$ cat src/rtl/rmq_pkg.sv
// Shared types and widths for the rotation matrix to quaternion pipeline.
package rmq_pkg;

  localparam int NW = 36;   // numerator and sum width, signed
  localparam int VW = 34;   // radicand width before scaling
  localparam int RW = 64;   // scaled radicand width
  localparam int QW = 32;   // root and quotient width
  localparam int DW = 68;   // dividend width
  localparam int SQ_STAGES = 32;
  localparam int DV_STAGES = 32;

  localparam logic [1:0] BR_TRACE = 2'd0;
  localparam logic [1:0] BR_X     = 2'd1;
  localparam logic [1:0] BR_Y     = 2'd2;
  localparam logic [1:0] BR_Z     = 2'd3;

  typedef struct packed {
    logic signed [NW-1:0] n0;
    logic signed [NW-1:0] n1;
    logic signed [NW-1:0] n2;
    logic [1:0]           branch;
    logic                 degen;
  } meta_t;

  typedef struct packed {
    logic [DW-1:0] rem;
    logic [QW-1:0] q;
    logic          ovf;
    logic          neg;
  } lane_t;

endpackage

$ cat src/rtl/rmq_pre.sv
// Input stage: trace test, branch choice, radicand and numerators.
module rmq_pre #(
  parameter int FRAC_BITS = 30
) (
  input  logic                       clk,
  input  logic                       rst,
  input  logic                       en,
  input  logic                       in_valid,
  input  logic signed [31:0]         m00, m01, m02, m10, m11, m12, m20, m21, m22,
  output logic                       vld,
  output logic [rmq_pkg::VW-1:0]     v,
  output rmq_pkg::meta_t             meta
);
  import rmq_pkg::*;

  logic signed [NW-1:0] a00, a01, a02, a10, a11, a12, a20, a21, a22, one, t, u;
  logic [1:0]           br;
  logic                 dg;
  logic [VW-1:0]        v_next;
  meta_t                meta_next;

  always_comb begin
    a00 = NW'(m00); a01 = NW'(m01); a02 = NW'(m02);
    a10 = NW'(m10); a11 = NW'(m11); a12 = NW'(m12);
    a20 = NW'(m20); a21 = NW'(m21); a22 = NW'(m22);
    one = NW'(1) <<< FRAC_BITS;
    t = a00 + a11 + a22 + one;
    if (m00 > m11 && m00 > m22) begin
      u = one + a00 - a11 - a22;
    end else if (m11 > m22) begin
      u = one + a11 - a00 - a22;
    end else begin
      u = one + a22 - a00 - a11;
    end
    dg = 1'b0;
    if (t > 0) begin
      br = BR_TRACE;
      v_next = t[VW-1:0];
      meta_next.n0 = a21 - a12;
      meta_next.n1 = a02 - a20;
      meta_next.n2 = a10 - a01;
    end else begin
      if (m00 > m11 && m00 > m22) begin
        br = BR_X;
        meta_next.n0 = a01 + a10;
        meta_next.n1 = a02 + a20;
        meta_next.n2 = a21 - a12;
      end else if (m11 > m22) begin
        br = BR_Y;
        meta_next.n0 = a01 + a10;
        meta_next.n1 = a12 + a21;
        meta_next.n2 = a02 - a20;
      end else begin
        br = BR_Z;
        meta_next.n0 = a02 + a20;
        meta_next.n1 = a12 + a21;
        meta_next.n2 = a10 - a01;
      end
      if (u <= 0) begin
        dg = 1'b1;
        v_next = VW'(1);
      end else begin
        v_next = u[VW-1:0];
      end
    end
    meta_next.branch = br;
    meta_next.degen  = dg;
  end

  always_ff @(posedge clk) begin
    if (rst) begin
      vld <= 1'b0;
    end else if (en) begin
      vld <= in_valid;
    end
  end

  always_ff @(posedge clk) begin
    if (en) begin
      v    <= v_next;
      meta <= meta_next;
    end
  end

endmodule

$ cat config.mk
export PLATFORM = sky130hd
export DESIGN_NAME = rmq_pre
export DESIGN_NICKNAME = d
export VERILOG_FILES = /design/src/rtl/rmq_pkg.sv /design/src/rtl/rmq_pre.sv
export SDC_FILE = /design/constraint.sdc
export NUM_CORES = 1
export LEC_CHECK = 0
export BUFFER_PORTS_ARGS = -buffer_cell sky130_fd_sc_hd__buf_2
export CAP_MARGIN = 25
export CORE_MARGIN = 5
export CORE_UTILIZATION = 45
export CTS_CLUSTER_DIAMETER = 40
export DETAILED_ROUTE_END_ITERATION = 16
export GPL_TIMING_DRIVEN = 0
export PLACE_DENSITY = 0.63
export SLEW_MARGIN = 20
export SYNTH_ARGS = -nofsm -noshare
export SYNTH_HDL_FRONTEND = slang
export SYNTH_SLANG_ARGS = --single-unit
$ cat constraint.sdc
create_clock -name clk -period 7.23 [get_ports clk]
set_input_delay 2.169 -clock clk [delete_from_list [all_inputs] [get_ports clk]]
set_output_delay 2.169 -clock clk [all_outputs]
set_load 0.05 [all_outputs]
==> metrics <==
status completed; CTS root buf clkbuf_16; worst reg2reg path startpoint vld; final instance area 37400 um2; Total Wirelength 129 mm; Mapped Nets 5040; Worst setup SP type primary input; Hold Crit Class reg -> reg; synthesized instance count 3964; Crit. End Element register; detailed placer's ending HPWL 107 mm; Post-synth ARST share 0%; fmax 0.139 GHz; DR iter-0 viols 3126; most frequent CP cell buf_12; IO buf count 437; top cell type's share of synthesized area 24.7%; P per Cell Area 257 nW/um2; final period utilization 99.3%; CP Class in -> reg; Filler Cell Count 7069; CP delay by family, top compound AO/OA/AOI/OAI gates; Clock Latency Late Sink 500 ps; WL/cell 23.9 um; met3 Usage GRT 4.75%; drt drc 0; crit path launch m00[16]; Ys Warns 0; htree depth 4; Synth Area per Inst 8.12 um2; most frequent cells in the layout ha_1, inv_1, buf_2; final core occ 52.4%; CTS Sinks 137; core area 71200 um2; gr ovfl total 0; Leak 17.9 nW; clock buffer depth 2; GR Layer Usage met1 41.3%; worst-path cell chain buf_2 > inv_1 > fa_1 > inv_1 > ha_1 > ha_1 > a21oi_1 > o22a_1 > a21oi_2 > a2111oi_4 > o31ai_1 > a21oi_1 > xnor2_1 > nor4_4 > and4_1 > and4b_2 > buf_12 > or2_1 > buf_6 > buf_12 > buf_12 > nor2_1 > a21oi_2; GRT Max-Usage Layer met2; DIE AREA 76900 um2; NumNets Final 5522; Pre-antenna DRT Iters 8; Cell Rows 98; worst ir drop on vdd 0.157 mV; Post-synth EDFFs 136; placed inst area 35600 um2; relative max-transition margin 23.2%; Worst path max stage delay 550 ps; layout cells sized above 1 15.7%; CP max stage cell fa_1; critical path data required time 7520 ps; GP Congestion 0.989; P&R area growth vs syn 16.1%; largest area contributor in the synthesized netlist ha_1; Via-to-Cell Ratio 5.89; DR vias 31900; Die H 277 um; clock skew 0 ps; met2 Resource Use GR 53.3%; largest cells by area after synthesis ha_1, edfxtp_1, fa_1; Final Setup Violations 0; register bit total from synthesis 137; Routed Antenna Nets 0; Die W 277 um; fin crit period 7180 ps; final max-slew violation count 0; most common cell after layout, fill and taps aside ha_1; hold_buf cts 0; synthesized area 32200 um2; initial antenna violation count 6; vias in the first global route 30700; Buffers & Inverters on Critical Path 7; CP arrival 7460 ps; clock transition at the registers of the reported paths 80 ps; sequential area share after synthesis 12.8%; crit path max fanout 10; r2r setup slk 6650 ps; Hold Startpoint vld; TritonCTS clock tree done; Top FF cell, synth edfxtp_1; first-pass GRT wire length 188 mm; Total Routing Usage GR 31.8%; CTS Buf Count 17; Slew @ Worst Pin 1150 ps; post-synthesis cell type count 93; Starting Density 45.2%; Ports 438; max-cap viol count 0; final hold violations 0; Final Power 0.00962 W; largest net degree at the start of global routing 91
-- synth_stat cells (all sizes together), types with 11 or more instances --
cell type and n:
ha 634, xnor2 188, a21oi 334, fa 150
nor2b 49, nor4 25, or3 23, nor3 84
a211oi 39, or2 14, nand2 250, a31oi 45
nand3 64, mux2i 18, nor4b 14, nand2b 37
o22ai 32, buf 46, nand4 25, o221ai 11
a21o 80, and2 23, o21bai 55, o21ai 245
o21a 36, a221oi 14, nand3b 11, xor2 66
a21boi 11, a2111oi 14, and3 29, o31ai 35
clkbuf 106, edfxtp 136, a31o 11, o211ai 54
or4 16, o31a 11, a211o 16, inv 478
nor2 294, o2111ai 13
-- cell type report --
cell class              count  area, um2  area share (%)
clock inverters            14        255           0.683
multi-input cells        3197      26200            70.2
clock buffers              17        425            1.14
well taps                 950       1190            3.18
repair buffers            464       2430            6.49
flip-flops and latches    137       4100            11.0
diodes                      3       7.51          0.0201
inverters                 478       1800            4.82
plain buffers             151        912            2.44
-- per-stage QoR --
step                      hold WS (ps)  instances  worst slack (ps)  TNS [ps]
after global routing               601       5410             -18.4     -74.0
after global placement             478       5351             -2200   -236660
after detailed placement           482       5355             -1900   -182140
after floorplan                    733       3964               413         0
final                              498       5411              53.1         0
after CTS                          499       5395             0.533         0
-- worst paths after layout --
check,cells after the start,endpoint
setup reg to reg,2,vld
hold / removal,2,vld
hold reg to reg,2,vld
setup / recovery,23,meta[53]
-- worst min-delay path, cell delays in order, from the launching register on --
cell	delay, ps
dfxtp_1	330
mux2i_1	70
nor2_1	70
-- state kept, by name, summed over array words and instances (netlist names) --
name and flops:
meta 102, v 34, vld 1
-- cell families (layout without fill, tap and decap cells) --
| family | count (synthesis) | count (layout) | share of synthesized area (%) |
|---|---|---|---|
| buf+inv | 630 | 1124 | 7.65 |
| mux | 22 | 22 | 0.739 |
| fa+ha+maj | 784 | 784 | 34.0 |
| xor+xnor | 254 | 254 | 6.91 |
| other cells | 0 | 3 | 0 |
| compound gates | 1154 | 1154 | 23.1 |
| flops | 137 | 137 | 12.8 |
| simple gates | 983 | 983 | 14.8 |
-- layer usage --
metal	part of all wire [%]	vias to the layer above
li1	-	14900
met1	41	15100
met2	46	1537
met3	8.1	320
met4	4.5	2
met5	0.010	-
-- where the power goes --
| group | switching (W) | leakage, nW | internal, W | total (W) |
|---|---|---|---|---|
| clock network | 0.000456 | 0.333 | 0.000655 | 0.00111 |
| logic | 0.00488 | 16.2 | 0.00229 | 0.00717 |
| registers | 0.0000888 | 1.33 | 0.00125 | 0.00134 |
| total | 0.00542 | 17.9 | 0.00419 | 0.00962 |
-- repair_timing --
item                       in CTS  in global routing
setup endpoints to repair     136                136
gates cloned                    0                  1
pin swaps                      14                 20
buffers inserted                9                 13
resized for setup             167                 83
Note: power is estimated with default switching activity, not from simulation.
