`src/rtl/rmq_pkg.sv`:
```
// Shared types and widths for the rotation matrix to quaternion pipeline.
package rmq_pkg;

  localparam int NW = 36;   // numerator and sum width, signed
  localparam int VW = 34;   // radicand width before scaling
  localparam int RW = 64;   // scaled radicand width
  localparam int QW = 32;   // root and quotient width
  localparam int DW = 68;   // dividend width
  localparam int SQ_STAGES = 32;
  localparam int DV_STAGES = 32;

  localparam logic [1:0] BR_TRACE = 2'd0;
  localparam logic [1:0] BR_X     = 2'd1;
  localparam logic [1:0] BR_Y     = 2'd2;
  localparam logic [1:0] BR_Z     = 2'd3;

  typedef struct packed {
    logic signed [NW-1:0] n0;
    logic signed [NW-1:0] n1;
    logic signed [NW-1:0] n2;
    logic [1:0]           branch;
    logic                 degen;
  } meta_t;

  typedef struct packed {
    logic [DW-1:0] rem;
    logic [QW-1:0] q;
    logic          ovf;
    logic          neg;
  } lane_t;

endpackage

```
`src/rtl/rmq_sqrt.sv`:
```
// Square root pipeline, one root bit per stage.
module rmq_sqrt #(
  parameter int FRAC_BITS = 30
) (
  input  logic                   clk,
  input  logic                   rst,
  input  logic                   en,
  input  logic                   in_vld,
  input  logic [rmq_pkg::VW-1:0] v,
  input  rmq_pkg::meta_t         in_meta,
  output logic                   out_vld,
  output logic [rmq_pkg::QW-1:0] root,
  output rmq_pkg::meta_t         out_meta
);
  import rmq_pkg::*;

  logic [RW-1:0] rem  [0:SQ_STAGES];
  logic [QW-1:0] rt   [0:SQ_STAGES];
  meta_t         mt   [0:SQ_STAGES];
  logic          vl   [0:SQ_STAGES];

  assign rem[0] = RW'(v) << FRAC_BITS;
  assign rt[0]  = '0;
  assign mt[0]  = in_meta;
  assign vl[0]  = in_vld;

  for (genvar s = 0; s < SQ_STAGES; s++) begin : g_stage
    localparam int B = SQ_STAGES - 1 - s;
    logic [RW-1:0] trial;
    assign trial = (RW'(rt[s]) << (B + 1)) + (RW'(1) << (2 * B));

    always_ff @(posedge clk) begin
      if (rst) begin
        vl[s+1] <= 1'b0;
      end else if (en) begin
        vl[s+1] <= vl[s];
      end
    end

    always_ff @(posedge clk) begin
      if (en) begin
        mt[s+1] <= mt[s];
        if (rem[s] >= trial) begin
          rem[s+1] <= rem[s] - trial;
          rt[s+1]  <= rt[s] | (QW'(1) << B);
        end else begin
          rem[s+1] <= rem[s];
          rt[s+1]  <= rt[s];
        end
      end
    end
  end

  assign out_vld  = vl[SQ_STAGES];
  assign root     = rt[SQ_STAGES];
  assign out_meta = mt[SQ_STAGES];

endmodule

```
`config.mk`:
```
export PLATFORM = sky130hd
export DESIGN_NAME = rmq_sqrt
export DESIGN_NICKNAME = d
export VERILOG_FILES = /design/src/rtl/rmq_pkg.sv /design/src/rtl/rmq_sqrt.sv
export SDC_FILE = /design/constraint.sdc
export NUM_CORES = 2
export LEC_CHECK = 0
export ABC_AREA = 0
export BUFFER_PORTS_ARGS = -buffer_cell sky130_fd_sc_hd__clkbuf_2
export CAP_MARGIN = 20
export CORE_MARGIN = 8
export CORE_UTILIZATION = 55
export CTS_BUF_LIST = sky130_fd_sc_hd__clkbuf_8
export DETAILED_ROUTE_END_ITERATION = 8
export GPL_ROUTABILITY_DRIVEN = 1
export GPL_TIMING_DRIVEN = 0
export PLACE_DENSITY = 0.68
export SYNTH_ARGS = -nofsm -noshare
export SYNTH_HDL_FRONTEND = slang
export SYNTH_SLANG_ARGS = --single-unit
```
`constraint.sdc`:
```
create_clock -name clk -period 5.2 [get_ports clk]
set_clock_uncertainty 0.05 [all_clocks]
set_input_delay 0.78 -clock clk [delete_from_list [all_inputs] [get_ports clk]]
set_output_delay 0.78 -clock clk [all_outputs]
set_load 0.05 [all_outputs]
```
==> summary.md <==
| Metric | Value |
|---|---|
| DRT antenna net count | 0 |
| Worst Path Arrival | 5.82 ns |
| Ports | 293 |
| Power Dens Cells | 427 mW/mm2 |
| Critical Path RT | 6.01 ns |
| Seq/Total Area, Yosys | 78.9% |
| Count leader, synth | edfxtp_1 |
| Yosys top cell area share | 78.6% |
| Period utilisation layout | 96.4% |
| Flip-flop and latch count after synthesis | 5362 |
| Dpl ws | -1.21 ns |
| Global route total overflow | 0 |
| Worst path cell trace | ha_1 > inv_1 > fa_1 > nor2b_1 > o31a_1 > o31ai_1 > a211oi_1 > a21oi_2 > o21ba_1 > clkbuf_1 > clkbuf_2 > buf_1 > o21ai_0 |
| Outcome | completed |
| Crit-path max FO | 10 |
| Post-layout util | 62.2% |
| Die width | 625 um |
| Worst setup margin | 0.190 ns |
| Worst-Skew Late Latency | 1.17 ns |
| Post-Synth XOR/XNOR Area | 3.54% |
| Largest net degree at the start of global routing | 133 |
| Residual DRC | 0 |
| Largest family of logic cells by synthesized area | simple AND/OR/NAND/NOR gates |
| CP Buf/Inv Count | 4 |
| CP Capture Type | register |
| Drt first pass iters | 9 |
| Leakage | 83.8 nW |
| Routed wire length | 338 mm |
| Synth Area in Adders | 3.37% |
| Core Rows | 223 |
| First-pass GRT wire length | 537 mm |
| Layout Cell Area excl Fill | 0.229 mm2 |
| Post-synth top cells | edfxtp_1, nand2_1, inv_1, nor2_1 |
| MaxCap Viol Count | 0 |
| Via density | 5.28 |
| Fin Hold WS | 0.186 ns |
| Class of the worst hold path | in2reg |
| Chip height | 625 um |
| Final hold viol count | 0 |
| CP delay by family, top | compound AO/OA/AOI/OAI gates |
| CTS tree | built |
| F_max | 200 MHz |
| Final Max Tran Viols | 0 |
| Placed cell area | 0.213 mm2 |
| Share of layout cells above drive strength 1 | 11.3% |
| Largest cells by area after synthesis | edfxtp_1, ha_1, xor2_1 |
| Dominant synthesized flop cell | edfxtp_1 |
| Worst setup path category | reg2reg |
| Synth Instances | 12100 |
| Area leader, netlist | edfxtp_1 |
| Initial drt markers | 6633 |
| Max-slew headroom | 25.4% |
| Initial antenna violation count | 11 |
| Post-Route Setup TNS | 0 ns |
| Clk sinks | 5362 |
| Reg2reg path depth | 13 |
| Post-route minimum period | 5.01 ns |
| Synthesized area | 0.204 mm2 |
| Slowest cell on crit path | buf_1 |
| Placed instance count | 17400 |
| Clock slew at reported path FFs | 0.06 ns |
| Drt wl/cell | 17.7 um |
| CP max stage delay | 0.61 ns |
| Core area | 0.369 mm2 |
| TritonCTS buffer count | 812 |
| Root Buffer | clkbuf_8 |
| Compound-gate portion of the synthesized area | 5.57% |
| Post-Syn Nets | 12800 |
| Worst-Margin Slew | 1.11 ns |
| Hold Path Depth | 2 |
| Power consumption | 97.9 mW |
| GRT Total Usage | 16.9% |
| Max Buffers Root-to-Sink | 4 |
| Starting Density | 55.2% |
| Final #Nets | 14100 |
| Die area | 0.390 mm2 |
| PortBufs | 292 |
| Crit path depth | 13 |
| Simple-gate share of the synthesized area | 6.07% |
| Final Non-Filler Cells | 19000 |
| R2r setup slk | 0.19 ns |
| Post-Syn Area per Cell | 16.8 um2 |
| Yosys warns | 0 |
| Worst setup SP type | register |
| Total number of vias | 101000 |
| Final-report setup violation count | 0 |
| GP Congestion | 0.954 |
| Area Overhead vs Synth | 12.5% |
| Post-synth EDFFs | 5330 |
| CTS H-tree depth | 6 |
| RSZ-0062 raised after global routing | true |
| Post-synthesis async set-or-reset flop share | 0% |
| Multiplexer area fraction after synthesis | 0.556% |
| HPWL after DPL | 227 mm |
| Cell variety after synth | 94 |
| Worst VDD drop | 0.000291 V |
| Vias in the first global route | 104000 |
[kinds of logic (layout without fill, tap and decap cells)]
kind of cell | Yosys count | after routing
XOR/XNOR | 824 | 824
buffers and inverters | 964 | 2946
adder cells (fa/ha/maj) | 541 | 541
AO/OA/AOI/OAI | 1821 | 1821
AND/OR/NAND/NOR | 2488 | 2488
other | 0 | 9
multiplexers | 105 | 105
flip-flops | 5362 | 5362
[power by group]
part           total (mW)  internal, mW  switching, mW
Clock                31.3          15.7           15.5
Sequential           54.2          52.2           1.94
Combinational        12.4          4.78           7.66
[final cells by class]
type	instances	area [um2]
tap	4950	6190
clock inverter	670	3740
fill	26200	140000
sequential	5362	161000
buffer	290	1560
clock buffer	818	11300
inverter	674	2530
timing repair buffer	494	4320
multi-input combinational	5779	39000
antenna	9	22.5
[worst register-to-register path, stage by stage (launching register included)]
cell and delay (ns):
edfxtp_1 0.44, ha_1 0.27, inv_1 0.08, fa_1 0.21
nor2b_1 0.07, o31a_1 0.27, o31ai_1 0.53, a211oi_1 0.24
a21oi_2 0.55, o21ba_1 0.22, clkbuf_1 0.52, clkbuf_2 0.46
buf_1 0.62, o21ai_0 0.19
[worst paths after layout]
kind	start	to
hold reg to reg	mt[1529]$_DFFE_PP_	mt[1418]$_DFFE_PP_
setup reg to reg	rem[264]$_SDFFCE_PP0P_	rem[201]$_DFFE_PP_
setup / recovery	rem[264]$_SDFFCE_PP0P_	rem[201]$_DFFE_PP_
hold / removal	en	mt[3224]$_DFFE_PP_
[repair_timing]
item                                    CTS  global route
hold buffers                            150             0
pin swaps                                 0             0
hold endpoints to repair                232             0
gates resized for setup                   4             5
endpoints found under the setup margin   69            13
buffers inserted                          0             0
gates cloned                              0             0
[placed cells by master, fill, tap and decap left out, types with 85 or more instances in the layout]
cell type | Yosys | final
a21o_1 | 217 | 217
nand4_1 | 92 | 92
a21oi_1 | 527 | 526
edfxtp_1 | 5330 | 5330
xnor2_1 | 397 | 397
nand3_1 | 143 | 143
nand2_1 | 668 | 668
nor3_1 | 216 | 216
or3_1 | 108 | 108
o21a_1 | 95 | 95
xor2_1 | 427 | 427
clkbuf_1 | 152 | 150
clkinv_2 | 0 | 85
nor4_1 | 185 | 185
buf_4 | 114 | 114
clkbuf_2 | 0 | 296
nor2_1 | 598 | 597
clkbuf_8 | 0 | 819
nand2b_1 | 92 | 92
clkinv_1 | 4 | 224
inv_1 | 667 | 956
dlygate4sd3_1 | 0 | 149
o21ai_0 | 487 | 486
ha_1 | 527 | 527
[state kept, by name, indices dropped and copies added, names as in the netlist]
register	count
mt	3441
out_meta	111
out_vld	1
rem	1250
root	32
rt	496
vl	31
[metal layers]
layer / track usage (%) / share of wire, %
met5: 0 / 0.0080
met1: 20.1 / 40
met4: 7.91 / 4.4
met3: 2.98 / 4.5
met2: 29.9 / 51
No activity file was read; power rests on OpenSTA's default activity.
